$ cat src/rtl/core/cmps_pkg.sv
// Package for the cardioid masked pixel score core.
// Holds widths, configuration codes, queue item types and the band weight function.
// No dependencies.
package cmps_pkg;

	localparam int unsigned DEF_MAX_ROWS = 1024;
	localparam int unsigned DEF_MAX_COLS = 1024;

	localparam int PIX_W     = 8;
	localparam int CXY_W     = 12;
	localparam int SZ_W      = 11;
	localparam int SZE_W     = 13;
	localparam int CFG_IDX_W = 3;
	localparam int CFG_DAT_W = 12;

	localparam int DX_W   = 14;
	localparam int SQ_W   = 26;
	localparam int D2_W   = 27;
	localparam int A_W    = 28;
	localparam int R_W    = 10;
	localparam int R2_W   = 20;
	localparam int DYM_W  = 13;
	localparam int UB_W   = 33;
	localparam int UL_W   = 17;
	localparam int A2_W   = 54;
	localparam int LHS_W  = 81;
	localparam int RHS_W  = 66;
	localparam int MUL_W  = 32;
	localparam int PROD_W = 64;

	localparam int WGT_W    = 9;
	localparam int ROW_W    = 19;
	localparam int IMG_W    = 29;
	localparam int FIT_W    = 27;
	localparam int Q0_W     = 29;
	localparam int ROWIDX_W = 10;
	localparam int REM_W    = 37;

	localparam logic [Q0_W-1:0] FIT_RECIP = 29'd487372175;
	localparam int              FIT_SHIFT = 28;
	localparam logic [7:0]      FIT_DIV   = 8'd141;

	localparam int QDEPTH = 4;
	localparam int QP_W   = 2;
	localparam int QC_W   = 3;

	typedef enum logic [CFG_IDX_W-1:0] {
		CFG_CENTER_X   = 3'd0,
		CFG_CENTER_Y   = 3'd1,
		CFG_SHAPE_SIZE = 3'd2,
		CFG_IMAGE_ROWS = 3'd3,
		CFG_IMAGE_COLS = 3'd4
	} cfg_idx_t;

	typedef struct packed {
		logic signed [CXY_W-1:0] center_x;
		logic signed [CXY_W-1:0] center_y;
		logic [SZ_W-1:0]         shape_size;
		logic [SZ_W-1:0]         image_rows;
		logic [SZ_W-1:0]         image_cols;
	} cfg_t;

	typedef enum logic [1:0] {
		K_IN    = 2'd0,
		K_OUT   = 2'd1,
		K_EXACT = 2'd2
	} kind_t;

	typedef struct packed {
		logic signed [WGT_W-1:0] weight;
		logic                    end_row;
		logic                    end_img;
		logic [ROWIDX_W-1:0]     row_idx;
	} tag_t;

	typedef struct packed {
		kind_t            kind;
		logic             a_pos;
		logic [D2_W-1:0]  ua;
		logic [UB_W-1:0]  ub;
		logic [D2_W-1:0]  d2;
		tag_t             tag;
	} item_t;

	typedef struct packed {
		logic full;
		logic empty;
	} q_stat_t;

	function automatic logic signed [WGT_W-1:0] band_weight(input logic [PIX_W-1:0] pix);
		logic signed [WGT_W-1:0] w;
		if (pix < 8'd45)       w = -9'sd180;
		else if (pix < 8'd140) w = 9'sd30;
		else if (pix < 8'd200) w = 9'sd50;
		else                   w = -9'sd41;
		return w;
	endfunction

endpackage

$ cat src/rtl/core/cmps_queue.sv
// Short item queue between front and back end.
// Depends on cmps_pkg.
module cmps_queue
	import cmps_pkg::*;
(
	input  logic    clk,
	input  logic    arst_n,
	input  logic    push,
	input  item_t   wdata,
	input  logic    pop,
	output item_t   rdata,
	output q_stat_t st
);
	item_t mem_q [QDEPTH];
	logic [QP_W-1:0] wp_q, rp_q;
	logic [QC_W-1:0] cnt_q;

	assign st.full = cnt_q == QC_W'(QDEPTH);
	assign st.empty = cnt_q == '0;
	assign rdata = mem_q[rp_q];

	always_ff @(posedge clk or negedge arst_n) begin
		if (!arst_n) begin
			wp_q <= '0;
			rp_q <= '0;
			cnt_q <= '0;
		end else begin
			if (push) wp_q <= wp_q + QP_W'(1);
			if (pop) rp_q <= rp_q + QP_W'(1);
			if (push && !pop) cnt_q <= cnt_q + QC_W'(1);
			else if (pop && !push) cnt_q <= cnt_q - QC_W'(1);
		end
	end

	always_ff @(posedge clk) begin
		if (push) mem_q[wp_q] <= wdata;
	end
endmodule

$ cat config.mk
export PLATFORM = sky130hd
export DESIGN_NAME = cmps_queue
export DESIGN_NICKNAME = d
export VERILOG_FILES = /design/src/rtl/core/cmps_pkg.sv /design/src/rtl/core/cmps_queue.sv
export SDC_FILE = /design/constraint.sdc
export NUM_CORES = 1
export LEC_CHECK = 0
export ABC_AREA = 0
export BUFFER_PORTS_ARGS = -buffer_cell sky130_fd_sc_hd__buf_2
export CORE_UTILIZATION = 40
export CTS_CLUSTER_DIAMETER = 30
export CTS_CLUSTER_SIZE = 16
export DETAILED_ROUTE_END_ITERATION = 10
export RECOVER_POWER = 25
export SLEW_MARGIN = 20
export SYNTH_ARGS = -nofsm -noshare
export SYNTH_HDL_FRONTEND = slang
export SYNTH_SLANG_ARGS = --single-unit
$ cat constraint.sdc
create_clock -name clk -period 4.51 [get_ports clk]
set_input_delay 0.451 -clock clk [delete_from_list [all_inputs] [get_ports clk]]
set_output_delay 0.451 -clock clk [all_outputs]
set_load 0.01 [all_outputs]
Word level (Yosys, flattened, before mapping):

Memories as Yosys holds them, arrays and structs flattened.
Index checks and enable logic that the tools add are counted.

* bits in registers: 7
* bits in latches: 0
* memory bits (writable): 444
* ROM bits: 0
* output and inout port bits: 113
* memories kept: 1

* add/sub/neg operators: 4
* $mul: 0
* divide/modulo/power cells: 0
* magnitude comparators: 0
* eq/ne operators: 1
* shift-type cells: 0
* multiplexer cells: 4
* bitwise operators: 0
* reduce and logical (&&, ||, !) cells: 6

Memories
* mem_q: depth 4, width 111, read ports 1, clocked after Yosys merged registers in 0, write ports 1, RTL line cmps_queue.sv:14 `item_t mem_q [QDEPTH];`

Operators by type and width (count)
* $mux 3: 2
* $add 2x1->2 const B: 2
* $add 3x1->3 const B: 1
* $eq 3x3->1 const B: 1
* $logic_not 3->1: 1
* $sub 3x1->3 const B: 1
* $logic_and 1x1->1: 2
* $logic_not 1->1: 2
* $mux 1: 2
* $reduce_bool 2->1: 1

Longest topological paths before layout:

Gate-level depths: netlist of run 1.

* word-level depth: 4
* depth in mapped cells: 7
* gate-level depth less buffers: 7

Worst setup path before layout of run 1:

No wires, ideal clock.

* path kind: flip-flop to flip-flop
* from: register wp_q[0]
* to: memory mem_q[2][0] (netlist name), enable pin
* library setup time: 0.483 ns
* data arrival time: 3.173 ns
* required time: 4.027 ns
* slack: 0.855 ns
* stages on the path, launching flop included: 4
* buffers on the path: 0
* cells stage by stage: dfrtp_1 -> inv_1 -> ha_1 -> and2_1

RTL lines
* from (decl): RTL line cmps_queue.sv:15 `logic [QP_W-1:0] wp_q, rp_q;`
* from (signal assigned): RTL line cmps_queue.sv:28 `if (push) wp_q <= wp_q + QP_W'(1);`
* to (decl): RTL line cmps_queue.sv:14

No word-level cell before the write port.

==> flow_metrics.py, run 1 <==
metrics = {
    "clock_network": {
        "cts_root_buf": "clkbuf_16",
        "ctsResizeCount": 0,
        "clock_path_buffers": 3,
        "post_cts_buffers": 0,
        "clk_pin_slew_ns": 0.05,
        "holdBufCountCts": 1,
        "clock-sinks": 451,
        "numCtsBuffers": 91,
        "cts_max_level": 3,
        "clk_latency_ns": 0.60,
        "tritoncts": "yes",
    },
    "floorplan": {
        "coreArea_um2": 40190,
        "io-pin-count": 228,
        "start_util_pct": 41.00,
        "fp.dieH_um": 205.0,
        "rows": 73,
        "fp.dieW_um": 205.0,
        "dieArea_um2": 42000,
    },
    "cells_and_area": {
        "drive_above_1_share_pct": 43.84,
        "area_growth_pct": 29.18,
        "fin_nets": 1047,
    },
    "sta": {
        "fmax_mhz": 303.0,
        "finClkSkew_ns": 0.02332,
        "worst_pin_slew_ns": 0.9956,
        "rsz0062_at_grt": "no",
        "finalCritPeriodShare_pct": 73.19,
        "hold_violations": 0,
        "slew_headroom_pct": 33.62,
        "drv_slew": 0,
        "setup_viol": 0,
        "fin_setup_tns_ns": 0,
        "fin_crit_ns": 3.301,
    },
    "worst_setup_path": {
        "crit_chain": "buf_4, mux4_2, buf_2",
        "end_kind": "output pin",
        "cp_slowest_stage_delay_ns": 1.05,
        "crit_type": "reg2out",
        "cpMaxStageDelayCell": "dfrtp_4",
        "critPathArrivalTime_ns": 2.85,
        "startpoint_type": "register",
        "crit_required_ns": 4.06,
        "crit_path_max_fanout": 44,
    },
    "logic_synthesis": {
        "syn_avg_cell_area_um2": 26.83,
        "netlist_top_cells_area": "edfxtp_1 81%, mux4_2 15%, dfrtp_1 1.1%",
        "syn_nets": 735,
        "yosys.area.top_type": "edfxtp_1",
        "synth_edf_count": 444,
        "synth.top_cell.area_share_pct": 80.92,
        "yosysUniqueCellTypes": 22,
        "ys_ff_latch": 451,
        "ys.flop_type": "edfxtp_1",
        "yosysWarnings": 0,
        "yosysMostFrequentCell": "edfxtp_1",
        "syn_inst": 614,
        "synth_commonest_cells": "444 x edfxtp_1, 111 x mux4_2, 9 x buf_2, 7 x buf_12, 7 x dfrtp_1",
        "synth-async-reset-ratio_pct": 1.552,
        "netlist_area_um2": 16480,
        "ys_seq_area_share_pct": 81.99,
    },
    "pwr": {
        "ir_drop_uv": 535.8,
        "p_leak_uw": 0.007281,
        "power_density_nw_per_um2": 750.7,
        "power_uw": 15980,
    },
    "detailed_routing": {
        "avgViaCountPerCell": 4.954,
        "dr.first_iter.drc_count": 418,
        "wl_um": 32000,
        "drt_pass1_iterations": 4,
        "wl_per_cell_um": 20.94,
        "drc_errors": 0,
        "antenna_left": 0,
        "route.vias.total": 7570,
    },
    "global_routing": {
        "grtUsageTotal_pct": 15.56,
        "grt_pass1_wl_um": 48020,
        "grt-ovfl-total": 0,
        "grt_pass1_vias": 8376,
        "antenna_found_initial": 3,
        "grt_max_degree": 61,
    },
    "placement": {
        "portBuffers": 227,
        "dpl.hpwl_um": 18230,
        "gp_congestion": 0.7180,
    },
    "job": {
        "maxCapViolCount": 0,
    },
    "outcome": {
        "status": "finished, final reports clean",
    },
    "hold_path": {
        "min_path_type": "in2reg",
    },
}
-- flip-flops by register name (all words and copies together) (netlist names) --
register and cells:
mem_q 444, cnt_q 3, rp_q 2, wp_q 2
-- cell families after synthesis --
logic type,count (synthesis),share of synthesized area (%)
DFF,451,81.99
adders and majority gates,6,0.5012
AOI/OAI and AO/OA,1,0.03035
muxes,112,15.24
buffers and inverters,29,1.625
xor gates and xnor gates,6,0.3190
and+or+nand+nor,9,0.2961
-- routing by layer --
layer | wire [µm] | vias to the layer above | GRT usage [%]
met3 | 2242 | 57 | 4.979
met1 | 13040 | 3960 | 19.15
met5 | 0 | - | 0
met2 | 15990 | 229 | 25.08
li1 | - | 3324 | -
met4 | 728 | 0 | 7.037
-- layout make-up --
cell class	count	area [µm²]
clock buffers	104	2410
multi-input cells	134	2710
inverters	4	15.01
flip-flops and latches	451	13520
clock inverters	62	743.2
repair buffers	244	1224
well taps	525	656.9
diodes	4	10.01
fillers	3152	18900
-- critical path, delay by kind of cell, from the launching register on --
kind,cells,cell delay [ns]
buffers and inverters,2,0.61
muxes,1,0.57
DFF,1,1.05
-- cell usage in the layout (no fill, tap or decap) --
| cell | count |
|---|---|
| nor2_1 | 1 |
| clkbuf_8 | 2 |
| nor3b_1 | 1 |
| mux4_2 | 111 |
| xnor2_1 | 2 |
| clkbuf_16 | 94 |
| diode_2 | 4 |
| and2_4 | 4 |
| dlygate4sd3_1 | 1 |
| clkinv_1 | 7 |
| nor3_1 | 1 |
| fa_1 | 1 |
| buf_12 | 4 |
| clkinv_16 | 2 |
| inv_6 | 6 |
| dfrtp_4 | 2 |
| nand2_1 | 2 |
| buf_4 | 12 |
| edfxtp_1 | 444 |
| inv_1 | 4 |
| inv_16 | 2 |
| clkbuf_1 | 82 |
| mux2_2 | 1 |
| clkinv_4 | 9 |
| buf_2 | 153 |
| dfrtp_1 | 5 |
| ha_1 | 5 |
| xor2_1 | 4 |
| bufinv_16 | 11 |
| o21ai_0 | 1 |
| clkinv_2 | 13 |
| clkinvlp_4 | 12 |
-- report_power, final --
part / leakage (µW) / internal, µW / switching, µW
registers: 0.00416 / 5500 / 366
clock network: 0.00151 / 4490 / 2190
logic: 0.00161 / 1620 / 1810
total: 0.00728 / 11600 / 4370
-- stage by stage --
step	utilization (%)	worst slack [ns]	instance area (µm²)	cells	hold slack, ns
floorplan	-	0.8546	16480	614	0.1554
global placement	45.30	1.706	18200	1357	0.2976
detailed placement	45.30	1.724	18200	1357	0.3026
CTS	53.17	1.053	21370	1524	0.01842
global route	52.94	0.9505	21270	1524	0.05619
finish	52.96	1.209	21280	1528	0.06843
-- path summary, 6_finish.rpt --
| check | startpoint | to | slack (ns) | depth (start not counted) |
|---|---|---|---|---|
| worst min-delay path | wdata[67] | mem_q[1][67] | 0.07 | 1 |
| worst max-delay path | rp_q[0] | rdata[94] | 1.21 | 3 |
| min in group asynchronous | arst_n | rp_q[1] | 0.23 | 2 |
| worst max register to register | wp_q[1] | mem_q[1][86] | 2.29 | 4 |
| max in group asynchronous | arst_n | rp_q[0] | 4.08 | 2 |
| worst min register to register | cnt_q[2] | cnt_q[2] | 0.50 | 1 |
Power figures use the tool's default switching activity.
==> run 2, diff against run 1 <==
==> constraint.sdc (replaced) <==
create_clock -name clk -period 2.9 [get_ports clk]
set_input_delay 0.29 -clock clk [delete_from_list [all_inputs] [get_ports clk]]
set_output_delay 0.29 -clock clk [all_outputs]
set_load 0.01 [all_outputs]
==> flow_metrics.py, run 2 (synthesized netlist as in run 1, its figures left out) <==
metrics = {
    "floorplan": {
        "dieArea_um2": 42000,
        "rows": 73,
        "io-pin-count": 228,
        "fp.dieH_um": 205.0,
        "fp.dieW_um": 205.0,
        "coreArea_um2": 40190,
        "start_util_pct": 41.00,
    },
    "worst_setup_path": {
        "cp-startpoint": "rp_q[1]",
        "crit_required_ns": 2.61,
        "critPathArrivalTime_ns": 2.34,
        "r2r_end": "mem_q[1][30]",
        "crit_path_end": "rdata[90]",
        "crit_cells": 3,
        "rr_worst_depth": 4,
        "cp_slowest_stage_delay_ns": 0.83,
        "cpMaxStageDelayCell": "dfrtp_4",
        "startpoint_type": "register",
        "end_kind": "output pin",
        "crit_buf_inv": 2,
        "crit_type": "reg2out",
        "crit_path_max_fanout": 44,
        "r2r-start": "wp_q[1]",
        "crit_chain": "buf_12, mux4_2, buf_2",
        "path_delay_family": "flip-flops",
        "r2r_slack_ns": 1.07,
    },
    "cells_and_area": {
        "final_util_pct": 56.20,
        "largest_registers": "mem_q (444), cnt_q (3)",
        "area_growth_pct": 37.07,
        "fin_nets": 1155,
        "final.fill_count": 3037,
        "drive_above_1_share_pct": 39.73,
        "regMostFlops": "mem_q",
        "layout_commonest_cell": "edfxtp_1",
        "mostFrequentLayoutCells": "444 x edfxtp_1, 163 x buf_2, 114 x dlygate4sd3_1",
        "final_cells": 1637,
        "largest_reg_flops": 444,
    },
    "clock_network": {
        "cts_root_buf": "clkbuf_16",
        "cts_max_level": 3,
        "clk_pin_slew_ns": 0.05,
        "ctsResizeCount": 0,
        "clock_path_buffers": 3,
        "clk_latency_ns": 0.59,
        "clock-sinks": 451,
        "tritoncts": "yes",
        "post_cts_buffers": 0,
        "numCtsBuffers": 88,
    },
    "pwr": {
        "p_leak_uw": 0.007841,
        "ir_drop_uv": 772.2,
        "power_frac_comb_pct": 22.6,
        "power.share.sequential_pct": 35.1,
        "intPower_uw": 18620,
        "power.switching_uw": 6832,
        "sw_frac_of_total_pct": 26.84,
        "pwr-share-clk_pct": 42.3,
        "power_density_nw_per_um2": 1127,
    },
    "global_routing": {
        "antenna_found_initial": 2,
        "grt_max_degree": 61,
        "grtUsageTotal_pct": 16.08,
        "grt_pass1_vias": 8787,
        "grt_pass1_wl_um": 50030,
        "grt-ovfl-total": 0,
    },
    "detailed_routing": {
        "avgViaCountPerCell": 4.831,
        "drt_pass1_iterations": 4,
        "drc_errors": 0,
        "wl_per_cell_um": 20.04,
        "wl_um": 32800,
        "route.vias.total": 7908,
        "dr.first_iter.drc_count": 370,
        "antenna_left": 0,
    },
    "placement": {
        "gp_congestion": 0.6900,
        "dpl.hpwl_um": 17840,
        "dp_cells": 1355,
        "dp_slack_ns": 0.8276,
        "portBuffers": 227,
    },
    "sta": {
        "fmax_mhz": 379.7,
        "finClkSkew_ns": 0.01184,
        "hold_violations": 0,
        "finalCritPeriodShare_pct": 90.81,
        "worst_pin_slew_ns": 0.6402,
        "fin_crit_ns": 2.634,
        "drv_slew": 0,
        "holdWs_ns": 0.1874,
        "fin_setup_tns_ns": 0,
        "slew_headroom_pct": 57.32,
        "setup_viol": 0,
        "setup_ws_ns": 0.2664,
        "rsz0062_at_grt": "no",
    },
    "outcome": {
        "status": "finished, final reports clean",
    },
    "job": {
        "maxCapViolCount": 0,
    },
    "hold_path": {
        "min_path_type": "in2async",
    },
}
-- run 2: cell count changes in the layout (fill, tap and decap cells not counted), moves of 6 or more --
cell	previous run	this run
clkinv_2	13	6
clkbuf_1	82	73
buf_4	12	1
bufinv_16	11	18
buf_12	4	13
buf_2	153	163
dlygate4sd3_1	1	114
inv_8	0	6
-- run 2: cell type report --
type,count,area (µm²),area share [%]
Timing Repair Buffer,355,2465,10.91
Tap cell,525,656.9,2.909
Clock inverter,67,930.9,4.122
Multi-Input combinational cell,134,2710,12.00
Antenna cell,2,5.005,0.02216
Inverter,4,15.01,0.06648
Sequential cell,451,13520,59.84
Clock buffer,99,2286,10.12
-- run 2: through the flow --
step,cell area (µm²),total power (µW)
2_1_floorplan,16480,12760
6_report,22580,25450
4_1_cts,22660,25900
3_5_place_dp,18300,14870
3_3_place_gp,18300,14830
5_1_grt,22580,26560
-- run 2: timing repair --
item	CTS	global route
hold endpoints to repair	453	0
hold buffers	114	0
setup endpoints to repair	0	0
-- run 2: how the worst min path moves through the flow --
stage / start / end / slack (ns) / cells after the start
floorplan: arst_n / cnt_q[0] / -0.006 / 0
global placement: arst_n / cnt_q[2] / 0.16 / 1
detailed placement: arst_n / cnt_q[2] / 0.17 / 1
CTS: arst_n / cnt_q[1] / 0.05 / 2
global route: arst_n / cnt_q[2] / 0.26 / 2
finish: arst_n / cnt_q[1] / 0.19 / 2
-- run 2: power groups by stage --
stage	Sequential [µW]	Clock, µW	Combinational, µW
6_report	8940	10800	5760
5_1_grt	9050	11300	6260
4_1_cts	8960	11000	5960
3_5_place_dp	9070	0	5800
3_3_place_gp	9020	0	5810
2_1_floorplan	8870	0	3890
-- run 2: layer usage --
layer	track usage, %	vias up	routed length, µm
li1	-	3550	-
met1	20.53	4098	14100
met2	25.80	218	16100
met3	4.741	42	2040
met4	6.481	0	561
met5	0	-	0
