File: config.mk
export PLATFORM = sky130hd
export DESIGN_NAME = cmps_front_flat
export DESIGN_NICKNAME = d
export VERILOG_FILES = /design/src/rtl/core/cmps_pkg.sv /design/src/rtl/core/cmps_if.sv /design/src/rtl/core/cmps_front.sv /design/src/flat_wrapper.sv
export SDC_FILE = /design/constraint.sdc
export NUM_CORES = 2
export LEC_CHECK = 0
export BUFFER_PORTS_ARGS = -buffer_cell sky130_fd_sc_hd__buf_2
export CAP_MARGIN = 10
export CORE_MARGIN = 4
export CORE_UTILIZATION = 60
export DETAILED_ROUTE_END_ITERATION = 10
export GPL_TIMING_DRIVEN = 0
export PLACE_DENSITY = 0.84
export SKIP_LAST_GASP = 1
export SLEW_MARGIN = 20
export SYNTH_ARGS = -nofsm -noshare
export SYNTH_HDL_FRONTEND = slang
export SYNTH_SLANG_ARGS = --single-unit
File: constraint.sdc
create_clock -name clk -period 20.5 [get_ports clk]
set_input_delay 3.075 -clock clk [delete_from_list [all_inputs] [get_ports clk]]
set_output_delay 3.075 -clock clk [all_outputs]
set_load 0.05 [all_outputs]
File: src/rtl/core/cmps_pkg.sv
// Package for the cardioid masked pixel score core.
// Holds widths, configuration codes, queue item types and the band weight function.
// No dependencies.
package cmps_pkg;

	localparam int unsigned DEF_MAX_ROWS = 1024;
	localparam int unsigned DEF_MAX_COLS = 1024;

	localparam int PIX_W     = 8;
	localparam int CXY_W     = 12;
	localparam int SZ_W      = 11;
	localparam int SZE_W     = 13;
	localparam int CFG_IDX_W = 3;
	localparam int CFG_DAT_W = 12;

	localparam int DX_W   = 14;
	localparam int SQ_W   = 26;
	localparam int D2_W   = 27;
	localparam int A_W    = 28;
	localparam int R_W    = 10;
	localparam int R2_W   = 20;
	localparam int DYM_W  = 13;
	localparam int UB_W   = 33;
	localparam int UL_W   = 17;
	localparam int A2_W   = 54;
	localparam int LHS_W  = 81;
	localparam int RHS_W  = 66;
	localparam int MUL_W  = 32;
	localparam int PROD_W = 64;

	localparam int WGT_W    = 9;
	localparam int ROW_W    = 19;
	localparam int IMG_W    = 29;
	localparam int FIT_W    = 27;
	localparam int Q0_W     = 29;
	localparam int ROWIDX_W = 10;
	localparam int REM_W    = 37;

	localparam logic [Q0_W-1:0] FIT_RECIP = 29'd487372175;
	localparam int              FIT_SHIFT = 28;
	localparam logic [7:0]      FIT_DIV   = 8'd141;

	localparam int QDEPTH = 4;
	localparam int QP_W   = 2;
	localparam int QC_W   = 3;

	typedef enum logic [CFG_IDX_W-1:0] {
		CFG_CENTER_X   = 3'd0,
		CFG_CENTER_Y   = 3'd1,
		CFG_SHAPE_SIZE = 3'd2,
		CFG_IMAGE_ROWS = 3'd3,
		CFG_IMAGE_COLS = 3'd4
	} cfg_idx_t;

	typedef struct packed {
		logic signed [CXY_W-1:0] center_x;
		logic signed [CXY_W-1:0] center_y;
		logic [SZ_W-1:0]         shape_size;
		logic [SZ_W-1:0]         image_rows;
		logic [SZ_W-1:0]         image_cols;
	} cfg_t;

	typedef enum logic [1:0] {
		K_IN    = 2'd0,
		K_OUT   = 2'd1,
		K_EXACT = 2'd2
	} kind_t;

	typedef struct packed {
		logic signed [WGT_W-1:0] weight;
		logic                    end_row;
		logic                    end_img;
		logic [ROWIDX_W-1:0]     row_idx;
	} tag_t;

	typedef struct packed {
		kind_t            kind;
		logic             a_pos;
		logic [D2_W-1:0]  ua;
		logic [UB_W-1:0]  ub;
		logic [D2_W-1:0]  d2;
		tag_t             tag;
	} item_t;

	typedef struct packed {
		logic full;
		logic empty;
	} q_stat_t;

	function automatic logic signed [WGT_W-1:0] band_weight(input logic [PIX_W-1:0] pix);
		logic signed [WGT_W-1:0] w;
		if (pix < 8'd45)       w = -9'sd180;
		else if (pix < 8'd140) w = 9'sd30;
		else if (pix < 8'd200) w = 9'sd50;
		else                   w = -9'sd41;
		return w;
	endfunction

endpackage

File: src/rtl/core/cmps_if.sv
// Channel interfaces of the cardioid masked pixel score core.
// Depends on cmps_pkg.
interface cmps_pix_if;
	import cmps_pkg::*;
	logic             valid;
	logic             ready;
	logic [PIX_W-1:0] pixel;
	modport source (output valid, output pixel, input ready);
	modport sink (input valid, input pixel, output ready);
endinterface


File: src/rtl/core/cmps_front.sv
// Front end: raster counters, band weight and three-stage mask geometry.
// Classifies each pixel as inside, outside or needing the exact test. Depends on cmps_pkg.
module cmps_front
	import cmps_pkg::*;
#(
	parameter int unsigned MAX_ROWS = DEF_MAX_ROWS,
	parameter int unsigned MAX_COLS = DEF_MAX_COLS
) (
	input  logic       clk,
	input  logic       arst_n,
	input  cfg_t       cfg,
	cmps_pix_if.sink   pix,
	input  q_stat_t    qst,
	output logic       push,
	output item_t      push_item
);
	localparam int CW = (MAX_COLS > 1) ? $clog2(MAX_COLS) : 1;
	localparam int RW = (MAX_ROWS > 1) ? $clog2(MAX_ROWS) : 1;

	logic [CW-1:0] col_q;
	logic [RW-1:0] row_q;
	logic [SZE_W-1:0] cols_eff, rows_eff, col_nxt, row_nxt;
	logic end_row, end_img, en, acc;

	logic v_s1, v_s2, v_s3;
	tag_t tag_s1, tag_s2, tag_s3;
	logic signed [DX_W-1:0] dx_s1, dy_s1;
	logic [R_W-1:0] r_s1;
	logic [SQ_W-1:0] dx2_s2, dy2_s2;
	logic [DYM_W-1:0] dyabs_s2;
	logic dypos_s2;
	logic [R2_W-1:0] r2_s2;
	logic [D2_W-1:0] d2_s3;
	logic signed [A_W-1:0] a_s3;
	logic [UB_W-1:0] ub_s3;
	logic bneg_s3;
	logic a_pos;

	always_comb begin
		if (cfg.image_cols == '0) cols_eff = SZE_W'(1);
		else if (SZE_W'(cfg.image_cols) > SZE_W'(MAX_COLS)) cols_eff = SZE_W'(MAX_COLS);
		else cols_eff = SZE_W'(cfg.image_cols);
		if (cfg.image_rows == '0) rows_eff = SZE_W'(1);
		else if (SZE_W'(cfg.image_rows) > SZE_W'(MAX_ROWS)) rows_eff = SZE_W'(MAX_ROWS);
		else rows_eff = SZE_W'(cfg.image_rows);
	end

	assign col_nxt = SZE_W'(col_q) + SZE_W'(1);
	assign row_nxt = SZE_W'(row_q) + SZE_W'(1);
	assign end_row = col_nxt >= cols_eff;
	assign end_img = end_row && (row_nxt >= rows_eff);

	assign en = !(v_s3 && qst.full);
	assign pix.ready = en;
	assign acc = pix.valid && en;
	assign push = v_s3 && en;

	always_ff @(posedge clk or negedge arst_n) begin
		if (!arst_n) begin
			col_q <= '0;
			row_q <= '0;
			v_s1 <= 1'b0;
			v_s2 <= 1'b0;
			v_s3 <= 1'b0;
		end else begin
			if (acc) begin
				if (!end_row) begin
					col_q <= CW'(col_nxt);
				end else begin
					col_q <= '0;
					row_q <= end_img ? '0 : RW'(row_nxt);
				end
			end
			if (en) begin
				v_s1 <= pix.valid;
				v_s2 <= v_s1;
				v_s3 <= v_s2;
			end
		end
	end

	always_ff @(posedge clk) begin
		if (en) begin
			dx_s1 <= $signed({1'b0, (DX_W-1)'(col_q)}) - DX_W'(cfg.center_x);
			dy_s1 <= $signed({1'b0, (DX_W-1)'(row_q)}) - DX_W'(cfg.center_y);
			r_s1 <= cfg.shape_size[SZ_W-1:1];
			tag_s1.weight <= band_weight(pix.pixel);
			tag_s1.end_row <= end_row;
			tag_s1.end_img <= end_img;
			tag_s1.row_idx <= ROWIDX_W'(SZE_W'(row_q));

			dx2_s2 <= SQ_W'(dx_s1 * dx_s1);
			dy2_s2 <= SQ_W'(dy_s1 * dy_s1);
			dyabs_s2 <= dy_s1[DX_W-1] ? DYM_W'(-dy_s1) : DYM_W'(dy_s1);
			dypos_s2 <= !dy_s1[DX_W-1] && (dy_s1 != '0);
			r2_s2 <= R2_W'(r_s1) * R2_W'(r_s1);
			tag_s2 <= tag_s1;

			d2_s3 <= D2_W'(dx2_s2) + D2_W'(dy2_s2);
			a_s3 <= $signed({1'b0, D2_W'(dx2_s2) + D2_W'(dy2_s2)})
				- $signed({(A_W-R2_W)'(0), r2_s2});
			ub_s3 <= UB_W'(r2_s2) * UB_W'(dyabs_s2);
			bneg_s3 <= dypos_s2 && (r2_s2 != '0);
			tag_s3 <= tag_s2;
		end
	end

	assign a_pos = !a_s3[A_W-1] && (a_s3 != '0);

	always_comb begin
		push_item.a_pos = a_pos;
		push_item.ua = a_pos ? D2_W'(a_s3) : D2_W'(-a_s3);
		push_item.ub = ub_s3;
		push_item.d2 = d2_s3;
		push_item.tag = tag_s3;
		if (d2_s3 == '0) push_item.kind = K_IN;
		else if (!a_pos && !bneg_s3) push_item.kind = K_IN;
		else if (a_pos && bneg_s3) push_item.kind = K_OUT;
		else push_item.kind = K_EXACT;
	end
endmodule

File: src/flat_wrapper.sv
// flat-port wrapper written by rule: the top's interface ports become plain ports
module cmps_front_flat import cmps_pkg::*;
#(
	parameter int unsigned MAX_ROWS = DEF_MAX_ROWS,
	parameter int unsigned MAX_COLS = DEF_MAX_COLS
)
  (clk, arst_n, cfg, qst, push, push_item, pix_valid, pix_pixel, pix_ready);
  cmps_pix_if pix_i ();
  input  logic clk;
  input  logic arst_n;
  input  cfg_t cfg;
  input  q_stat_t qst;
  output logic push;
  output item_t push_item;
  input wire logic [$bits(pix_i.valid)-1:0] pix_valid;
  input wire logic [$bits(pix_i.pixel)-1:0] pix_pixel;
  output wire logic [$bits(pix_i.ready)-1:0] pix_ready;
  assign pix_i.valid = pix_valid;
  assign pix_i.pixel = pix_pixel;
  assign pix_ready = pix_i.ready;
  cmps_front #(.MAX_ROWS(MAX_ROWS), .MAX_COLS(MAX_COLS)) u_core (.clk(clk), .arst_n(arst_n), .cfg(cfg), .pix(pix_i), .qst(qst), .push(push), .push_item(push_item));
endmodule
Yosys cells after proc, flatten, opt, wreduce, memory -nomap -nowiden
Index checks and enable logic that the tools add are counted.

storage, ports and cells
  flip-flop bits (word level) = 297
  input bits = 70
  logic and storage cells = 84

cells by class
  add/subtract/negate cells = 8
  multiply operators = 4
  $lt $le $gt $ge = 7
  muxes and demuxes = 13
  reductions and logical operators = 22

operator list
  kind                                                              count
  13-bit by 13-bit multiplier with 26-bit output                    2
  20-bit by 13-bit multiplier with 33-bit output                    1
  11-bit two-way mux                                                3
  28-bit nonzero test                                               1
  27-bit by 20-bit subtractor with 28-bit output                    1
  26-bit by 26-bit adder with 27-bit output                         1
  27-bit zero test                                                  1
  27-bit two-way mux                                                1
  27-bit negator                                                    1
  13-bit two-way mux                                                2
  11-bit by 12-bit subtractor with 13-bit output                    2
  10-bit by 1-bit adder with 11-bit output (second input constant)  2
  11-bit greater-than comparator (second input constant)            2
  11-bit zero test                                                  2
  10-bit by 10-bit multiplier with 20-bit output                    1
  10-bit two-way mux                                                2
  20-bit nonzero test                                               1
  9-bit two-way mux                                                 2
  8-bit < comparator (second input constant)                        2
  14-bit nonzero test                                               1
  13-bit by 11-bit greater-or-equal comparator with 1-bit output    1
  13-bit greater-or-equal comparator                                1
  13-bit negator                                                    1
  1-bit logical AND                                                 9
  other kinds (5)                                                   11

Longest topological paths before layout
  word-level depth = 6
  mapped depth = 24
  gate-level depth less buffers = 23

Least setup slack after synthesis
OpenSTA, ideal clock, no wires.

  path type = in2out
  from = input qst[1] (netlist bit)
  to = output pix_ready
  arrival time = 8,928 ps
  required time = 17,425 ps
  setup slack = 8,497 ps
  cell stages on the path = 1
  cell sequence = nand2_1

on the way
  word-level cells in the longest chain between the ends = 2

RTL lines
  element             line                text
  start: declaration  flat_wrapper.sv:12  input q_stat_t qst;
  1-bit logical AND   cmps_front.sv:53    assign en = !(v_s3 && qst.full);
  1-bit zero test     cmps_front.sv:53
  end: declaration    flat_wrapper.sv:17  output wire logic [$bits(pix_i.ready)-1:0] pix_ready;

Every way passes these cells.

Worst setup path in the final report
Ends and elaborated chain as after synthesis.

==> results by stage <==
Flow run:
- The number of max-capacitance violations reported is 0.

Clocking:
- The longest clock path from root to sink contains 3 buffers.
- At the later pin of the worst-skew pair, clock insertion delay measures 580 ps.
- The clock-pin transition on the worst setup and hold timing paths is 60 ps.
- The number of gates resized after CTS is 0.
- The TritonCTS clock tree is built.
- The number of clock buffers added by TritonCTS is 35.
- The clock sink count is 284.
- The clock tree root driver cell is sky130_fd_sc_hd__clkbuf_16.
- The number of H-tree levels is 2.
- The buffer count from post-CTS setup fixing is 0.
- The total of hold buffers inserted after clock tree synthesis is 0.

Layout:
- After filler insertion, the fill cell instance count of the layout stands at 4370.
- The area used by multi-input combinational logic is 23900 um^2.
- The area taken by flip-flops and latches is 8410 um^2.
- The number of diodes added for antenna fixing is 0.
- In the final layout, the share of cells above drive strength 1 is 7.11%.
- The fraction of the core area covered by cells at the end of the flow is 66.7%.
- The signed area change from the synthesized netlist to the final layout is 9.19%.
- The net count of the finished layout is 4719.

Setup path:
- In this design, the stage delay of the slowest critical-path cell is 440 ps.
- The startpoint-to-endpoint class of the critical path is input port to primary output.
- Traced cell by cell, the critical path runs through buf_2 > nand2_4 > buf_16 > buf_2.
- The dominant delay contributor by cell family on the critical path is buffers and inverters.
- The element type at the critical path start is an input port.
- The worst path required time is 17430 ps.
- The highest fanout seen on the critical path is 53.
- The largest individual stage delay along the critical path comes from the cell sky130_fd_sc_hd__nand2_4.
- The number of buffers and inverters on the critical path is 3.
- The setup check on the worst reg-to-reg path leaves a slack of 13180 ps.
- For the worst setup path, the data arrival time is 4370 ps.
- Among the stages of the critical path, the cell type that occurs most often is sky130_fd_sc_hd__buf_2.
- The kind of end point of the critical path is a primary output.

GRT:
- met2 is the most crowded layer.
- The total overflow left after global routing is 0.
- Entering global routing, the biggest net connects 63 pins.
- The global-route met1 utilization is 32.8%.
- The via count of the first global-routing pass came to 26500.
- For met2 alone, demand over resource in global routing was 43.6%.
- The global-route wire length before repair is 131000 um.
- For this run, global-route usage on met3 was measured as 4.28%.
- The number of antenna violations at the first check in global routing is 0.
- In the global route stage, overall resource usage came out at 25.4%.

Place:
- The post-place setup slack is 13060 ps.
- The weighted congestion at the end of routability-driven global placement is 0.956.
- During placement, the flow inserted port buffers numbering 180.
- Detailed placement finished with a half-perimeter wire length of 63800 um.

Yosys:
- The cell type with the highest aggregate area in the netlist is sky130_fd_sc_hd__fa_1.
- The synthesized design contains 284 register bits.
- Of the post-synthesis cell area, the dominant cell type holds 29.6%.
- The number of unique standard cell types used by synthesis is 72.
- The prevailing post-synth register cell is sky130_fd_sc_hd__edfxtp_1.
- For this run, the number of Yosys warnings is 0.
- Each instance of the synthesized netlist takes up on average 10.0 um^2.
- The portion of the post-synthesis area used by sequential elements is 23.7%.
- The most common cell in the synthesized netlist is sky130_fd_sc_hd__inv_1.
- By count the netlist is led by sky130_fd_sc_hd__inv_1, sky130_fd_sc_hd__fa_1, sky130_fd_sc_hd__ha_1, sky130_fd_sc_hd__nand2_1, sky130_fd_sc_hd__edfxtp_1.
- After synthesis, the cell types taking the most area are sky130_fd_sc_hd__fa_1, sky130_fd_sc_hd__edfxtp_1, sky130_fd_sc_hd__ha_1.
- The number of standard cells after synthesis is 3534.
- For this run, asynchronously set or reset flops after synthesis account for 8.10%.
- The number of enable flip-flop cells after synthesis is 261.
- The mapped cell area is 35500 um^2.

Timing:
- The number of max-slew violations in the final report is 0.
- The clock period could shrink to 7440 ps.
- The total of endpoints with negative setup slack in the final report is 0.
- The slack of the critical path is 13060 ps.
- Setup repair after global routing left no endpoint under its margin.
- The portion of the clock cycle consumed by the worst path in the final layout is 36.3%.
- The final sum of negative setup slack is 0 ps.
- The number of endpoints with negative hold slack in the final report came to 0.
- At the pin with the least slew margin, the transition time is 754 ps.
- The worst pin sits at a relative slew slack of 49.4%.
- The clock arrives with 36.9 ps of skew.
- The timing-limited maximum frequency is 0.134 GHz.

Routing:
- The detailed router placed 24900 vias in this run.
- The first routing iteration left 1744 violations.
- In the routed layout, each cell is associated on average with a via count of 5.48.
- In the routed design, unresolved DRC markers number 1.
- The post-detailed-route wirelength per cell is 17.1 um.
- For this run, the detailed router's first-pass iteration total came to 8.
- In this run the remaining antenna-violating nets after routing total 0.
- Wires add up to 78000 um.

Floorplan:
- The placeable core region is 58100 um^2.
- The y dimension of the die is 251 um.
- In this run the horizontal extent of the chip is 251 um.
- The number of primary I/O pins is 183.
- For this configuration, the core starts out at a cell density of 61.1%.
- The total number of placement rows is 88.
- The floorplan step defined a die boundary enclosing 63100 um^2.

Run status:
- The final reports fail on DRC.
- The run finished, with violations left.

Min path:
- In this run the worst hold path is classified as flip-flop to flip-flop.
kinds of logic (layout without fill, tap and decap cells):
kind of cell | after synthesis | after routing | share of synthesized area [%]
adders and majority gates | 889 | 889 | 42.4
and+or+nand+nor | 910 | 910 | 12.4
DFF | 284 | 284 | 23.7
muxes | 12 | 12 | 0.349
other | 2 | 7 | 0.0212
xor gates and xnor gates | 214 | 214 | 5.28
buffers and inverters | 851 | 1098 | 9.07
AOI/OAI and AO/OA | 372 | 372 | 6.71
layout make-up:
class                      instances  area share (%)
clock inverter                    26           0.994
inverter                         761            7.37
buffer                            90           0.939
sequential                       284            21.7
multi-input combinational       2404            61.6
timing repair buffer             184            2.61
tap                              765            2.47
clock buffer                      37            2.28
worst reg2reg max path, stage by stage, from the launching register on:
cell,delay [ps]
sky130_fd_sc_hd__edfxtp_1,560
sky130_fd_sc_hd__clkbuf_1,570
sky130_fd_sc_hd__nand2_1,240
sky130_fd_sc_hd__fa_1,510
sky130_fd_sc_hd__fa_1,540
sky130_fd_sc_hd__inv_1,50
sky130_fd_sc_hd__fa_1,480
sky130_fd_sc_hd__fa_1,610
sky130_fd_sc_hd__fa_1,450
sky130_fd_sc_hd__fa_1,450
sky130_fd_sc_hd__ha_1,350
sky130_fd_sc_hd__and3_1,200
sky130_fd_sc_hd__a21oi_1,110
sky130_fd_sc_hd__o31ai_1,110
sky130_fd_sc_hd__o41ai_1,570
sky130_fd_sc_hd__o2111ai_1,250
sky130_fd_sc_hd__a21oi_1,370
sky130_fd_sc_hd__o21ai_1,150
sky130_fd_sc_hd__xor2_1,480
placed cells by master, fill, tap and decap left out, types with 99 or more instances in the layout:
cell type | Yosys | layout
sky130_fd_sc_hd__inv_1 | 757 | 757
sky130_fd_sc_hd__nor2_1 | 138 | 138
sky130_fd_sc_hd__fa_1 | 525 | 525
sky130_fd_sc_hd__a21oi_1 | 99 | 99
sky130_fd_sc_hd__ha_1 | 364 | 364
sky130_fd_sc_hd__xnor2_1 | 165 | 165
sky130_fd_sc_hd__nand2_1 | 363 | 362
sky130_fd_sc_hd__and2_1 | 182 | 182
sky130_fd_sc_hd__buf_2 | 0 | 180
sky130_fd_sc_hd__edfxtp_1 | 261 | 261
final timing paths:
kind	startpoint	endpoint	cells after the start
setup / recovery	qst[1]	pix_ready	4
hold / removal	u_core.tag_s2[19]	u_core.push_item[19]	0
setup reg to reg	u_core.dy_s1[3]	u_core.dy2_s2[24]	18
hold reg to reg	u_core.tag_s2[19]	u_core.push_item[19]	0
max in group asynchronous	arst_n	u_core.row_q[9]	1
min in group asynchronous	arst_n	u_core.col_q[7]	1
registers in the layout (all words and copies together) (netlist names), 18 cells and up:
name and cells:
u_core.r2_s2 19, u_core.tag_s2 18, u_core.tag_s1 18, u_core.dx2_s2 25
u_core.d2_s3 27, u_core.dy2_s2 25, u_core.a_s3 28, u_core.push_item 18
u_core.ub_s3 33
metal layers:
layer	wire length [um]	up-vias
met5	0	-
met4	3100	0
met3	5060	193
met2	37900	797
met1	32000	12300
li1	-	11600
per-stage QoR:
step	cell area [um^2]	hold slack (ps)	instances
finish	38800	411	4551
detailed placement	37500	405	4488
global placement	37400	403	4484
global route	38800	415	4551
CTS	38800	413	4551
floorplan	35500	400	3539
Power is left out: the tool's default activity adds up to more than one toggle a clock period on the data nets, which glitch-free logic cannot reach.
